`src/design/irc_tok_pkg.sv`:
```
// Shared types and constants of the IRC line tokenizer.
// No dependencies; compile first.
package irc_tok_pkg;

	// Width of the field index carried on each result beat
	localparam int FIELD_INDEX_BITS = 6;

	typedef logic [FIELD_INDEX_BITS-1:0] field_idx_t;
	typedef logic [7:0]                  byte_t;
	typedef logic [1:0]                  kind_t;

	localparam field_idx_t IDX_MAX = {FIELD_INDEX_BITS{1'b1}};

	// Result beat kinds
	localparam kind_t KIND_DATA      = 2'd0;
	localparam kind_t KIND_FIELD_END = 2'd1;
	localparam kind_t KIND_CMD_END   = 2'd2;

	// Bytes with a meaning to the parser
	localparam byte_t CH_NUL   = 8'h00;
	localparam byte_t CH_LF    = 8'h0A;
	localparam byte_t CH_CR    = 8'h0D;
	localparam byte_t CH_SPACE = 8'h20;
	localparam byte_t CH_COLON = 8'h3A;

endpackage

```
`src/design/irc_tok_in_if.sv`:
```
// Valid/ready channel carrying raw stream bytes into the tokenizer.
// Depends on irc_tok_pkg.
interface irc_tok_in_if
	import irc_tok_pkg::*;
();
	logic  valid;
	logic  ready;
	byte_t in_byte;

	modport source (output valid, output in_byte, input ready);
	modport sink (input valid, input in_byte, output ready);
endinterface

```
`src/design/irc_tok_out_if.sv`:
```
// Valid/ready channel carrying token beats out of the tokenizer.
// Depends on irc_tok_pkg.
interface irc_tok_out_if
	import irc_tok_pkg::*;
();
	logic       valid;
	logic       ready;
	kind_t      out_kind;
	byte_t      out_byte;
	field_idx_t field_index;
	logic       index_saturated;

	modport source (output valid, output out_kind, output out_byte, output field_index,
		output index_saturated, input ready);
	modport sink (input valid, input out_kind, input out_byte, input field_index,
		input index_saturated, output ready);
endinterface

```
`src/design/irc_line_tokenizer.sv`:
```
// IRC line tokenizer: one raw byte in per beat, at most one token beat out.
// Depends on irc_tok_pkg, irc_tok_in_if and irc_tok_out_if.
//
// The block takes one byte per clock, sustained while tok is not stalled, on the
// raw channel and turns it into data, field-end and command-end beats on the tok
// channel. A byte is held in an input register, parsed against the line state
// (phase, field count, overflow flag) and its beat (if any) lands in the output
// register, from which it is shown on tok. The raw side keeps accepting while a
// result waits, as long as the output register empties in the same cycle; the
// limit of one byte per clock is the single parse step on the line state.
// CR/LF end a line, NUL bytes produce nothing, a leading ':' prefix and leading
// spaces are skipped, and a ':' after a field separator opens the trailing field.
module irc_line_tokenizer
	import irc_tok_pkg::*;
(
	input  logic          clk,
	input  logic          arst_n,
	irc_tok_in_if.sink    raw,
	irc_tok_out_if.source tok
);

	// Parse phases
	localparam logic [2:0] PH_LINE_START  = 3'd0;
	localparam logic [2:0] PH_PREFIX      = 3'd1;
	localparam logic [2:0] PH_LEAD        = 3'd2;
	localparam logic [2:0] PH_FIELD       = 3'd3;
	localparam logic [2:0] PH_AFTER_SPACE = 3'd4;
	localparam logic [2:0] PH_TRAIL       = 3'd5;

	logic       raw_valid_s1;
	byte_t      raw_byte_s1;

	logic       out_valid_s2;
	kind_t      out_kind_s2;
	byte_t      out_byte_s2;
	field_idx_t out_idx_s2;
	logic       out_sat_s2;

	logic [2:0] phase_q, phase_nxt;
	field_idx_t field_cnt_q, field_cnt_nxt;
	logic       ovf_q, ovf_nxt;

	logic       advance;
	logic       emit;
	kind_t      emit_kind;
	byte_t      emit_byte;
	field_idx_t emit_idx;
	logic       emit_sat;
	logic       is_eol;

	// Output register empties or is free: the parse step may run
	assign advance   = !out_valid_s2 || tok.ready;
	assign raw.ready = !raw_valid_s1 || advance;

	// Input register
	always_ff @(posedge clk or negedge arst_n) begin
		if (!arst_n) begin
			raw_valid_s1 <= 1'b0;
		end else if (raw.ready) begin
			raw_valid_s1 <= raw.valid;
		end
	end

	always_ff @(posedge clk) begin
		if (raw.ready && raw.valid) begin
			raw_byte_s1 <= raw.in_byte;
		end
	end

	assign is_eol = (raw_byte_s1 == CH_CR) || (raw_byte_s1 == CH_LF);

	// Parse step on the held byte
	always_comb begin
		phase_nxt     = phase_q;
		field_cnt_nxt = field_cnt_q;
		ovf_nxt       = ovf_q;
		emit          = 1'b0;
		emit_kind     = KIND_DATA;
		emit_byte     = '0;
		emit_idx      = field_cnt_q;
		emit_sat      = ovf_q;

		if (raw_byte_s1 == CH_NUL) begin
			// dropped, state untouched
		end else if (is_eol) begin
			if (phase_q inside {PH_FIELD, PH_AFTER_SPACE, PH_TRAIL}) begin
				emit      = 1'b1;
				emit_kind = KIND_CMD_END;
			end
			phase_nxt     = PH_LINE_START;
			field_cnt_nxt = '0;
			ovf_nxt       = 1'b0;
		end else begin
			unique case (phase_q)
				PH_LINE_START: begin
					if (raw_byte_s1 == CH_COLON) begin
						phase_nxt = PH_PREFIX;
					end else if (raw_byte_s1 == CH_SPACE) begin
						phase_nxt = PH_LEAD;
					end else begin
						phase_nxt = PH_FIELD;
						emit      = 1'b1;
						emit_byte = raw_byte_s1;
					end
				end
				PH_PREFIX: begin
					if (raw_byte_s1 == CH_SPACE) begin
						phase_nxt = PH_LEAD;
					end
				end
				PH_LEAD: begin
					if (raw_byte_s1 != CH_SPACE) begin
						phase_nxt = PH_FIELD;
						emit      = 1'b1;
						emit_byte = raw_byte_s1;
					end
				end
				PH_FIELD, PH_AFTER_SPACE: begin
					if (raw_byte_s1 == CH_SPACE) begin
						// close the field; end beat carries the old index, new flag
						if (field_cnt_q == IDX_MAX) begin
							ovf_nxt = 1'b1;
						end else begin
							field_cnt_nxt = field_cnt_q + 1'b1;
						end
						phase_nxt = PH_AFTER_SPACE;
						emit      = 1'b1;
						emit_kind = KIND_FIELD_END;
						emit_sat  = ovf_nxt;
					end else if (phase_q == PH_AFTER_SPACE && raw_byte_s1 == CH_COLON) begin
						phase_nxt = PH_TRAIL;
					end else begin
						phase_nxt = PH_FIELD;
						emit      = 1'b1;
						emit_byte = raw_byte_s1;
					end
				end
				PH_TRAIL: begin
					emit      = 1'b1;
					emit_byte = raw_byte_s1;
				end
				default: begin
					// unused codes recover to line start
					phase_nxt     = PH_LINE_START;
					field_cnt_nxt = '0;
					ovf_nxt       = 1'b0;
				end
			endcase
		end
	end

	// Line state
	always_ff @(posedge clk or negedge arst_n) begin
		if (!arst_n) begin
			phase_q     <= PH_LINE_START;
			field_cnt_q <= '0;
			ovf_q       <= 1'b0;
		end else if (raw_valid_s1 && advance) begin
			phase_q     <= phase_nxt;
			field_cnt_q <= field_cnt_nxt;
			ovf_q       <= ovf_nxt;
		end
	end

	// Output register
	always_ff @(posedge clk or negedge arst_n) begin
		if (!arst_n) begin
			out_valid_s2 <= 1'b0;
		end else if (advance) begin
			out_valid_s2 <= raw_valid_s1 && emit;
		end
	end

	always_ff @(posedge clk) begin
		if (advance && raw_valid_s1 && emit) begin
			out_kind_s2 <= emit_kind;
			out_byte_s2 <= emit_byte;
			out_idx_s2  <= emit_idx;
			out_sat_s2  <= emit_sat;
		end
	end

	assign tok.valid           = out_valid_s2;
	assign tok.out_kind        = out_kind_s2;
	assign tok.out_byte        = out_byte_s2;
	assign tok.field_index     = out_idx_s2;
	assign tok.index_saturated = out_sat_s2;

endmodule

```
`src/flat_wrapper.sv`:
```
// flat-port wrapper written by rule: the top's interface ports become plain ports
module irc_line_tokenizer_flat import irc_tok_pkg::*;
  (clk, arst_n, raw_valid, raw_in_byte, raw_ready, tok_valid, tok_out_kind, tok_out_byte, tok_field_index, tok_index_saturated, tok_ready);
  irc_tok_in_if raw_i ();
  irc_tok_out_if tok_i ();
  input  logic clk;
  input  logic arst_n;
  input wire logic [$bits(raw_i.valid)-1:0] raw_valid;
  input wire logic [$bits(raw_i.in_byte)-1:0] raw_in_byte;
  output wire logic [$bits(raw_i.ready)-1:0] raw_ready;
  output wire logic [$bits(tok_i.valid)-1:0] tok_valid;
  output wire logic [$bits(tok_i.out_kind)-1:0] tok_out_kind;
  output wire logic [$bits(tok_i.out_byte)-1:0] tok_out_byte;
  output wire logic [$bits(tok_i.field_index)-1:0] tok_field_index;
  output wire logic [$bits(tok_i.index_saturated)-1:0] tok_index_saturated;
  input wire logic [$bits(tok_i.ready)-1:0] tok_ready;
  assign raw_i.valid = raw_valid;
  assign raw_i.in_byte = raw_in_byte;
  assign raw_ready = raw_i.ready;
  assign tok_valid = tok_i.valid;
  assign tok_out_kind = tok_i.out_kind;
  assign tok_out_byte = tok_i.out_byte;
  assign tok_field_index = tok_i.field_index;
  assign tok_index_saturated = tok_i.index_saturated;
  assign tok_i.ready = tok_ready;
  irc_line_tokenizer u_core (.clk(clk), .arst_n(arst_n), .raw(raw_i), .tok(tok_i));
endmodule
```
`config.mk`:
```
export PLATFORM = sky130hd
export DESIGN_NAME = irc_line_tokenizer_flat
export DESIGN_NICKNAME = d
export VERILOG_FILES = /design/src/design/irc_tok_pkg.sv /design/src/design/irc_tok_in_if.sv /design/src/design/irc_tok_out_if.sv /design/src/design/irc_line_tokenizer.sv /design/src/flat_wrapper.sv
export SDC_FILE = /design/constraint.sdc
export NUM_CORES = 1
export LEC_CHECK = 0
export BUFFER_PORTS_ARGS = -buffer_cell sky130_fd_sc_hd__buf_2
export CAP_MARGIN = 20
export CORE_UTILIZATION = 42
export DETAILED_ROUTE_END_ITERATION = 6
export HOLD_SLACK_MARGIN = 0.12
export SKIP_LAST_GASP = 1
export SLEW_MARGIN = 25
export SYNTH_ARGS = -nofsm -noshare
export SYNTH_HDL_FRONTEND = slang
export SYNTH_SLANG_ARGS = --single-unit
export TNS_END_PERCENT = 30
```
`constraint.sdc`:
```
create_clock -name clk -period 3.26 [get_ports clk]
set_input_delay 0.489 -clock clk [delete_from_list [all_inputs] [get_ports clk]]
set_output_delay 0.489 -clock clk [all_outputs]
set_load 0.01 [all_outputs]
```
======== Word-level counts from Yosys, hierarchy flattened ========
Cells that the tools add are included.
storage, ports and cells
  register bits after elaboration ......... 37
  bits in latches ......................... 0
  RAM bits ................................ 0
  memory bits (read-only) ................. 0
  input port bits ......................... 12
  output and inout port bits .............. 19
  logic and storage cells ................. 86
  memories ................................ 0
operators by class
  add/subtract/negate cells ............... 1
  multiply operators ...................... 0
  divide/modulo/power cells ............... 0
  order comparisons ....................... 0
  eq/ne operators ......................... 17
  shift operators ......................... 0
  mux-type cells .......................... 38
  bitwise gates (word level) .............. 1
  reduce and logical (&&, ||, !) cells .... 19
operator list
  operator                                        count
  2-to-1 mux 8 bit                                5
  case mux 8 bit (4 select lines)                 1
  2-to-1 mux 3 bit                                6
  2-to-1 mux 6 bit                                3
  == test 8 x 4 -> 1 bit (second input constant)  2
  == test 8 x 6 -> 1 bit (second input constant)  2
  2-to-1 mux 1 bit                                16
  case mux 3 bit (5 select lines)                 1
  case mux 6 bit (2 select lines)                 1
  AND reduction 5 bit                             2
  != test 3 x 1 -> 1 bit (second input constant)  3
  zero test 8 bit                                 1
  != test 8 x 6 -> 1 bit (second input constant)  1
  adder 6 x 1 -> 6 bit (second input constant)    1
  == test 3 x 2 -> 1 bit (second input constant)  2
  == test 3 bit (second input constant)           2
  == test 6 bit (second input constant)           1
  2-to-1 mux 2 bit                                3
  logical AND 1 bit                               5
  != test 2 x 1 -> 1 bit (second input constant)  2
  case mux 1 bit (4 select lines)                 1
  OR reduction 2 bit                              2
  OR reduction 4 bit                              1
  == test 3 x 1 -> 1 bit (second input constant)  1
  other kinds (8)                                 11

======== Longest topological paths before layout ========
  depth in word-level cells ............... 8
  depth in mapped cells ................... 6
  gate-level depth less buffers ........... 5

======== Worst setup path after synthesis ========
OpenSTA, ideal clock, no wires.
  path type ............................... flip-flop to flip-flop
  from .................................... reg u_core.raw_byte_s1[6]
  to ...................................... reg u_core.out_idx_s2[0] (netlist: u_core.tok.field_index[0]), enable pin
  library setup time ...................... 0.388 ns
  data arrival time ....................... 2.382 ns
  data required time ...................... 2.872 ns
  setup slack ............................. 0.489 ns
  stages on the path, launching flop included .. 6
  path buffers ............................ 0
  period minus slack after synthesis ...... 2.771 ns
  cell sequence ........................... edfxtp_1 -> or4_4 -> a211oi_4 -> a22oi_1 -> o22ai_1 -> nor3b_2
between the ends
  word-level cells in the longest chain between the ends .. 8
  elaborated cells between the ends (all ways) .. 17
  those cells by class .................... 5 x eq/ne; 8 x mux; 4 x reduce/logical
ends and longest elaborated chain
  item                             RTL line                                             source
  from (decl)                      irc_line_tokenizer.sv:31                             byte_t raw_byte_s1;
  from (signal assigned)           irc_line_tokenizer.sv:66                             raw_byte_s1 <= raw.in_byte;
  == test 8 x 6 -> 1 bit           irc_line_tokenizer.sv:96, irc_line_tokenizer.sv:130
  logical AND 1 bit                irc_line_tokenizer.sv:130                            end else if (phase_q == PH_AFTER_SPACE && raw_byte_s1 == CH_COLON) begin
  2-to-1 mux 1 bit                 irc_line_tokenizer.sv:130
  2-to-1 mux 1 bit                 irc_line_tokenizer.sv:119                            if (raw_byte_s1 == CH_SPACE) begin
  case mux 1 bit (4 select lines)  irc_line_tokenizer.sv:94                             unique case (phase_q)
  2-to-1 mux 1 bit                 irc_line_tokenizer.sv:85                             end else if (is_eol) begin
  2-to-1 mux 1 bit *               irc_line_tokenizer.sv:83                             if (raw_byte_s1 == CH_NUL) begin
  logical AND 1 bit *              irc_line_tokenizer.sv:175                            if (advance && raw_valid_s1 && emit) begin
  to (signal assigned)             irc_line_tokenizer.sv:178                            out_idx_s2 <= emit_idx;
  to (decl)                        irc_line_tokenizer.sv:36                             field_idx_t out_idx_s2;
Mark *: on every way between the ends. The rest lies on a longest branch, timed or not.
A chain may end at the register's enable or synchronous reset.

======== Final worst setup path ========
  from .................................... reg u_core.raw_byte_s1[4]
  to ...................................... reg u_core.out_byte_s2[4] (netlist: u_core.tok.out_byte[4]), enable pin
between the ends
  word-level cells in the longest chain between the ends .. 8
  elaborated cells between the ends (all ways) .. 17
  those cells by class .................... 5 x eq/ne; 8 x mux; 4 x reduce/logical
ends and longest elaborated chain
  item                             RTL line                                             source
  == test 8 x 6 -> 1 bit           irc_line_tokenizer.sv:96, irc_line_tokenizer.sv:130
  logical AND 1 bit                irc_line_tokenizer.sv:130
  2-to-1 mux 1 bit                 irc_line_tokenizer.sv:130
  2-to-1 mux 1 bit                 irc_line_tokenizer.sv:119
  case mux 1 bit (4 select lines)  irc_line_tokenizer.sv:94
  2-to-1 mux 1 bit                 irc_line_tokenizer.sv:85
  2-to-1 mux 1 bit *               irc_line_tokenizer.sv:83
  logical AND 1 bit *              irc_line_tokenizer.sv:175
  to (signal assigned)             irc_line_tokenizer.sv:177                            out_byte_s2 <= emit_byte;
  to (decl)                        irc_line_tokenizer.sv:35                             byte_t out_byte_s2;
Marked as above.

==> metrics.txt <==
# TYPE chip_impl_metric gauge
chip_impl_info{name="timing.critical_path.from_type",value="register"} 1
chip_impl_info{name="reg2reg_from",value="u_core.raw_byte_s1[4]$_DFFE_PP_"} 1
chip_impl_metric{name="ctsHtreeMaxLevel",unit=""} 2
chip_impl_metric{name="initialDrtViolationCount",unit=""} 121
chip_impl_metric{name="post_synth_instance_area",unit="sq um"} 1860
chip_impl_metric{name="grt_overflow_total",unit=""} 0
chip_impl_metric{name="routedWlPerCell",unit="microns"} 15.2
chip_impl_metric{name="clock_period_minus_final_worst_setup_slack",unit="ns"} 2.63
chip_impl_metric{name="worst_setup_slack_post_dpl",unit="ns"} 0.623
chip_impl_metric{name="die_area",unit="sq um"} 4710
chip_impl_metric{name="cts_clk_pin_slew_worst_paths",unit="ns"} 0.07
chip_impl_info{name="leading_cell_type_by_number_of_instances_after_synthesis",value="sky130_fd_sc_hd__edfxtp_1"} 1
chip_impl_info{name="hold_crit_start",value="raw_in_byte[0]"} 1
chip_impl_metric{name="crit_required",unit="ns"} 3.24
chip_impl_metric{name="filler_cell_count",unit=""} 392
chip_impl_info{name="worstSetupPathType",value="register to register"} 1
chip_impl_info{name="worstSetupStartpoint",value="u_core.raw_byte_s1[4]$_DFFE_PP_"} 1
chip_impl_metric{name="finalHoldViolCount",unit=""} 0
chip_impl_metric{name="firstDrtPassIters",unit=""} 5
chip_impl_info{name="postSynth.topFlopCell",value="sky130_fd_sc_hd__edfxtp_1"} 1
chip_impl_metric{name="skew",unit="ns"} 0.00413
chip_impl_metric{name="synthDominantCellAreaShare",unit="%"} 40.3
chip_impl_metric{name="timing_worst_slew_pin_value",unit="ns"} 0.534
chip_impl_metric{name="postSynthRegisterBits",unit=""} 37
chip_impl_metric{name="timing.critical_path.arrival",unit="ns"} 2.61
chip_impl_metric{name="clk_latency_worst_skew_pair",unit="ns"} 0.29
chip_impl_metric{name="dp_hpwl",unit="mm"} 2.70
chip_impl_metric{name="cts_buffers",unit=""} 5
chip_impl_metric{name="finalSetupTns",unit="ns"} 0
chip_impl_metric{name="place_congestion",unit=""} 0.875
chip_impl_metric{name="synth_warnings",unit=""} 0
chip_impl_metric{name="swShare",unit="%"} 32.2
chip_impl_info{name="status",value="complete, no violations"} 1
chip_impl_metric{name="post_synthesis_async_set_or_reset_flop_share",unit="%"} 32.4
chip_impl_metric{name="synthToLayoutAreaGrowth",unit="%"} 16.1
chip_impl_metric{name="cts.path.max_buffers",unit=""} 2
chip_impl_metric{name="number_of_enable_flip_flop_cells_after_synthesis",unit=""} 25
chip_impl_info{name="synth.top_cells.by_count",value="sky130_fd_sc_hd__edfxtp_1, sky130_fd_sc_hd__nand2_1, sky130_fd_sc_hd__dfrtp_1"} 1
chip_impl_metric{name="postSynthNetCount",unit=""} 174
chip_impl_metric{name="ant_nets",unit=""} 0
chip_impl_metric{name="power.density",unit="nW/um^2"} 667
chip_impl_metric{name="tritoncts_num_sinks",unit=""} 37
chip_impl_metric{name="slew_violations",unit=""} 0
chip_impl_metric{name="wl",unit="mm"} 3.72
chip_impl_info{name="cts-root-buf",value="sky130_fd_sc_hd__clkbuf_8"} 1
chip_impl_metric{name="fmax",unit="MHz"} 380
chip_impl_metric{name="drcViolationCount",unit=""} 0
chip_impl_metric{name="finalSetupViolCount",unit=""} 0
chip_impl_info{name="timing.critical_path.to_type",value="register"} 1
chip_impl_metric{name="globalRouteTotalUtil",unit="%"} 18.5
chip_impl_info{name="timing.hold.worst.class",value="input port to register"} 1
chip_impl_metric{name="grt_antenna_before_repair",unit=""} 0
chip_impl_metric{name="p_leak",unit="nW"} 0.864
chip_impl_metric{name="num_antenna_cells",unit=""} 0
chip_impl_metric{name="maxCapViolCount",unit=""} 0
chip_impl_metric{name="placement.io_buffers",unit=""} 30
chip_impl_metric{name="core",unit="sq um"} 4140
chip_impl_metric{name="worst_ir_drop_vdd",unit="uV"} 337
chip_impl_metric{name="part_of_the_total_power_dissipated_in_sequential_elements",unit="%"} 47.1
chip_impl_metric{name="setup_fix_buffers_added_after_clock_tree_synthesis",unit=""} 0
chip_impl_metric{name="syn_inst",unit=""} 161
chip_impl_metric{name="initial_standard_cell_utilization_of_the_core",unit="%"} 45.0
chip_impl_metric{name="power.share.combinational",unit="%"} 28.8
chip_impl_metric{name="grt_max_degree",unit=""} 18
chip_impl_metric{name="setup_slack",unit="ns"} 0.627
chip_impl_metric{name="detailroute.via_count",unit=""} 1421
chip_impl_metric{name="timing.max_slew.rel_slack",unit="%"} 64.0
chip_impl_info{name="cts_tree",value="built"} 1
chip_impl_metric{name="row_count",unit=""} 23
chip_impl_metric{name="die_x",unit="microns"} 68.6
chip_impl_metric{name="route.detailed.vias_per_inst",unit=""} 5.80
chip_impl_metric{name="floorplan.die.height",unit="microns"} 68.6
chip_impl_metric{name="grt_pass1_vias",unit=""} 1301
chip_impl_metric{name="grt_pass1_wl",unit="mm"} 6.33
chip_impl_metric{name="power.internal",unit="W"} 0.000979
chip_impl_metric{name="ys_types",unit=""} 50
chip_impl_metric{name="design.final.nets",unit=""} 207
chip_impl_metric{name="clockPowerShare",unit="%"} 24.1
chip_impl_metric{name="cp_max_fo",unit=""} 17
chip_impl_metric{name="io-pin-count",unit=""} 31
chip_impl_metric{name="switching_power",unit="W"} 0.000465
chip_impl_info{name="post_synth_main_area_contributors",value="sky130_fd_sc_hd__edfxtp_1, sky130_fd_sc_hd__dfrtp_1, sky130_fd_sc_hd__nand2_1"} 1
chip_impl_info{name="netlist.top_cell.by_area",value="sky130_fd_sc_hd__edfxtp_1"} 1
chip_impl_metric{name="timing.final.crit_share",unit="%"} 80.8
chip_impl_metric{name="drive_above_1_share",unit="%"} 23.6
chip_impl_info{name="grt_setup_unrepaired",value="no"} 1
chip_impl_metric{name="syn-mean-instance-area",unit="sq um"} 11.6
chip_impl_metric{name="seq_area_frac_synth",unit="%"} 56.4
## cells by family (layout without fill, tap and decap cells)
family | count (synthesis) | in the layout | synth area share [%]
AO/OA/AOI/OAI | 51 | 51 | 20.7
adder cells (fa/ha/maj) | 1 | 1 | 0.671
buffers and inverters | 12 | 46 | 2.89
flip-flops | 37 | 37 | 56.4
AND/OR/NAND/NOR | 60 | 60 | 19.4
## power groups by stage
stage | combinational, W | sequential [W] | clock [W]
6_report | 0.000416 | 0.000680 | 0.000347
5_1_grt | 0.000469 | 0.000698 | 0.000374
4_1_cts | 0.000421 | 0.000679 | 0.000353
3_5_place_dp | 0.000416 | 0.000689 | 0
3_3_place_gp | 0.000424 | 0.000686 | 0
2_1_floorplan | 0.000279 | 0.000693 | 0
## critical path, stage by stage (launching register included)
cell and delay [ns]:
sky130_fd_sc_hd__edfxtp_1 0.49, sky130_fd_sc_hd__or4_4 0.58, sky130_fd_sc_hd__a211oi_4 0.41, sky130_fd_sc_hd__a22oi_1 0.13, sky130_fd_sc_hd__o22ai_1 0.22, sky130_fd_sc_hd__nor3b_2 0.21
sky130_fd_sc_hd__buf_4 0.27
## cells in the final DEF, fill, tap and decap left out, types with 2 or more instances in the layout
master                      count
sky130_fd_sc_hd__buf_2         30
sky130_fd_sc_hd__edfxtp_1      25
sky130_fd_sc_hd__nand2_1       14
sky130_fd_sc_hd__dfrtp_1       12
sky130_fd_sc_hd__a21oi_1        8
sky130_fd_sc_hd__and3_1         7
sky130_fd_sc_hd__clkbuf_8       7
sky130_fd_sc_hd__inv_1          6
sky130_fd_sc_hd__nor2_1         6
sky130_fd_sc_hd__o21ai_1        6
sky130_fd_sc_hd__o31ai_1        5
sky130_fd_sc_hd__a31oi_1        5
sky130_fd_sc_hd__and2_1         5
sky130_fd_sc_hd__nand3_1        4
sky130_fd_sc_hd__nand2b_1       3
sky130_fd_sc_hd__o21ai_0        3
sky130_fd_sc_hd__nor2b_1        2
sky130_fd_sc_hd__nand3b_1       2
sky130_fd_sc_hd__nor4_2         2
sky130_fd_sc_hd__and4b_1        2
sky130_fd_sc_hd__nor4_1         2
sky130_fd_sc_hd__o211ai_1       2
sky130_fd_sc_hd__nor3_1         2
sky130_fd_sc_hd__a21o_1         2
sky130_fd_sc_hd__nand4_1        2
sky130_fd_sc_hd__a311oi_1       2
sky130_fd_sc_hd__o2bb2ai_1      2
sky130_fd_sc_hd__o21bai_1       2
sky130_fd_sc_hd__a32o_1         2
## final timing paths
path,end,slack [ns],depth (start not counted)
max,u_core.tok.out_byte[4]$_SDFFCE_PP0P_,0.63,6
min,u_core.raw_byte_s1[0]$_DFFE_PP_,0.37,1
max reg2reg,u_core.tok.out_byte[4]$_SDFFCE_PP0P_,0.63,6
min reg2reg,u_core.ovf_q$_DFFE_PN0P_,0.51,2
max in group asynchronous,u_core.phase_q[0]$_DFFE_PN0P_,2.43,2
min in group asynchronous,u_core.emit_idx[5]$_DFFE_PN0P_,0.61,2
## final cells by class
class / count / area [sq um] / share of cell area [%]
inverter: 6 / 22.5 / 1.04
tap: 50 / 62.6 / 2.89
sequential: 37 / 1050 / 48.6
clock buffer: 7 / 96.3 / 4.45
clock inverter: 1 / 5.00 / 0.231
multi-input combinational: 112 / 759 / 35.1
timing repair buffer: 32 / 168 / 7.75
## what timing repair did
item	4_1_cts	5_1_grt
hold buffers	1	0
endpoints found under the hold margin	12	0
gates resized for setup	0	0
## state kept, by name, indices dropped and copies added, names as in the netlist
register,count
u_core.tok.index_saturated,1
u_core.tok.out_byte,8
u_core.tok.field_index,6
u_core.raw_byte_s1,8
u_core.ovf_q,1
u_core.emit_idx,6
u_core.phase_q,3
u_core.tok.out_kind,2
u_core.raw_valid_s1,1
u_core.tok.valid,1
## metrics by stage
| step | hold WS [ns] | total power, W | utilization [%] | instances | cell area (sq um) |
|---|---|---|---|---|---|
| 3_5_place_dp | 0.393 | 0.00111 | 49.5 | 236 | 2050 |
| 3_3_place_gp | 0.383 | 0.00111 | 49.5 | 236 | 2050 |
| 5_1_grt | 0.368 | 0.00154 | 52.2 | 245 | 2160 |
| 4_1_cts | 0.368 | 0.00145 | 52.2 | 245 | 2160 |
| 2_1_floorplan | 0.193 | 0.000972 | - | 161 | 1860 |
| 6_report | 0.375 | 0.00144 | 52.2 | 245 | 2160 |
## per-layer routing
layer	track usage (%)	routed length [microns]	vias to the layer above
met1	26.5	1740	669
met5	0	0	-
li1	-	-	690
met3	5.10	217	5
met2	26.8	1720	57
met4	6.25	38	0
No activity file was read; power rests on OpenSTA's default activity.
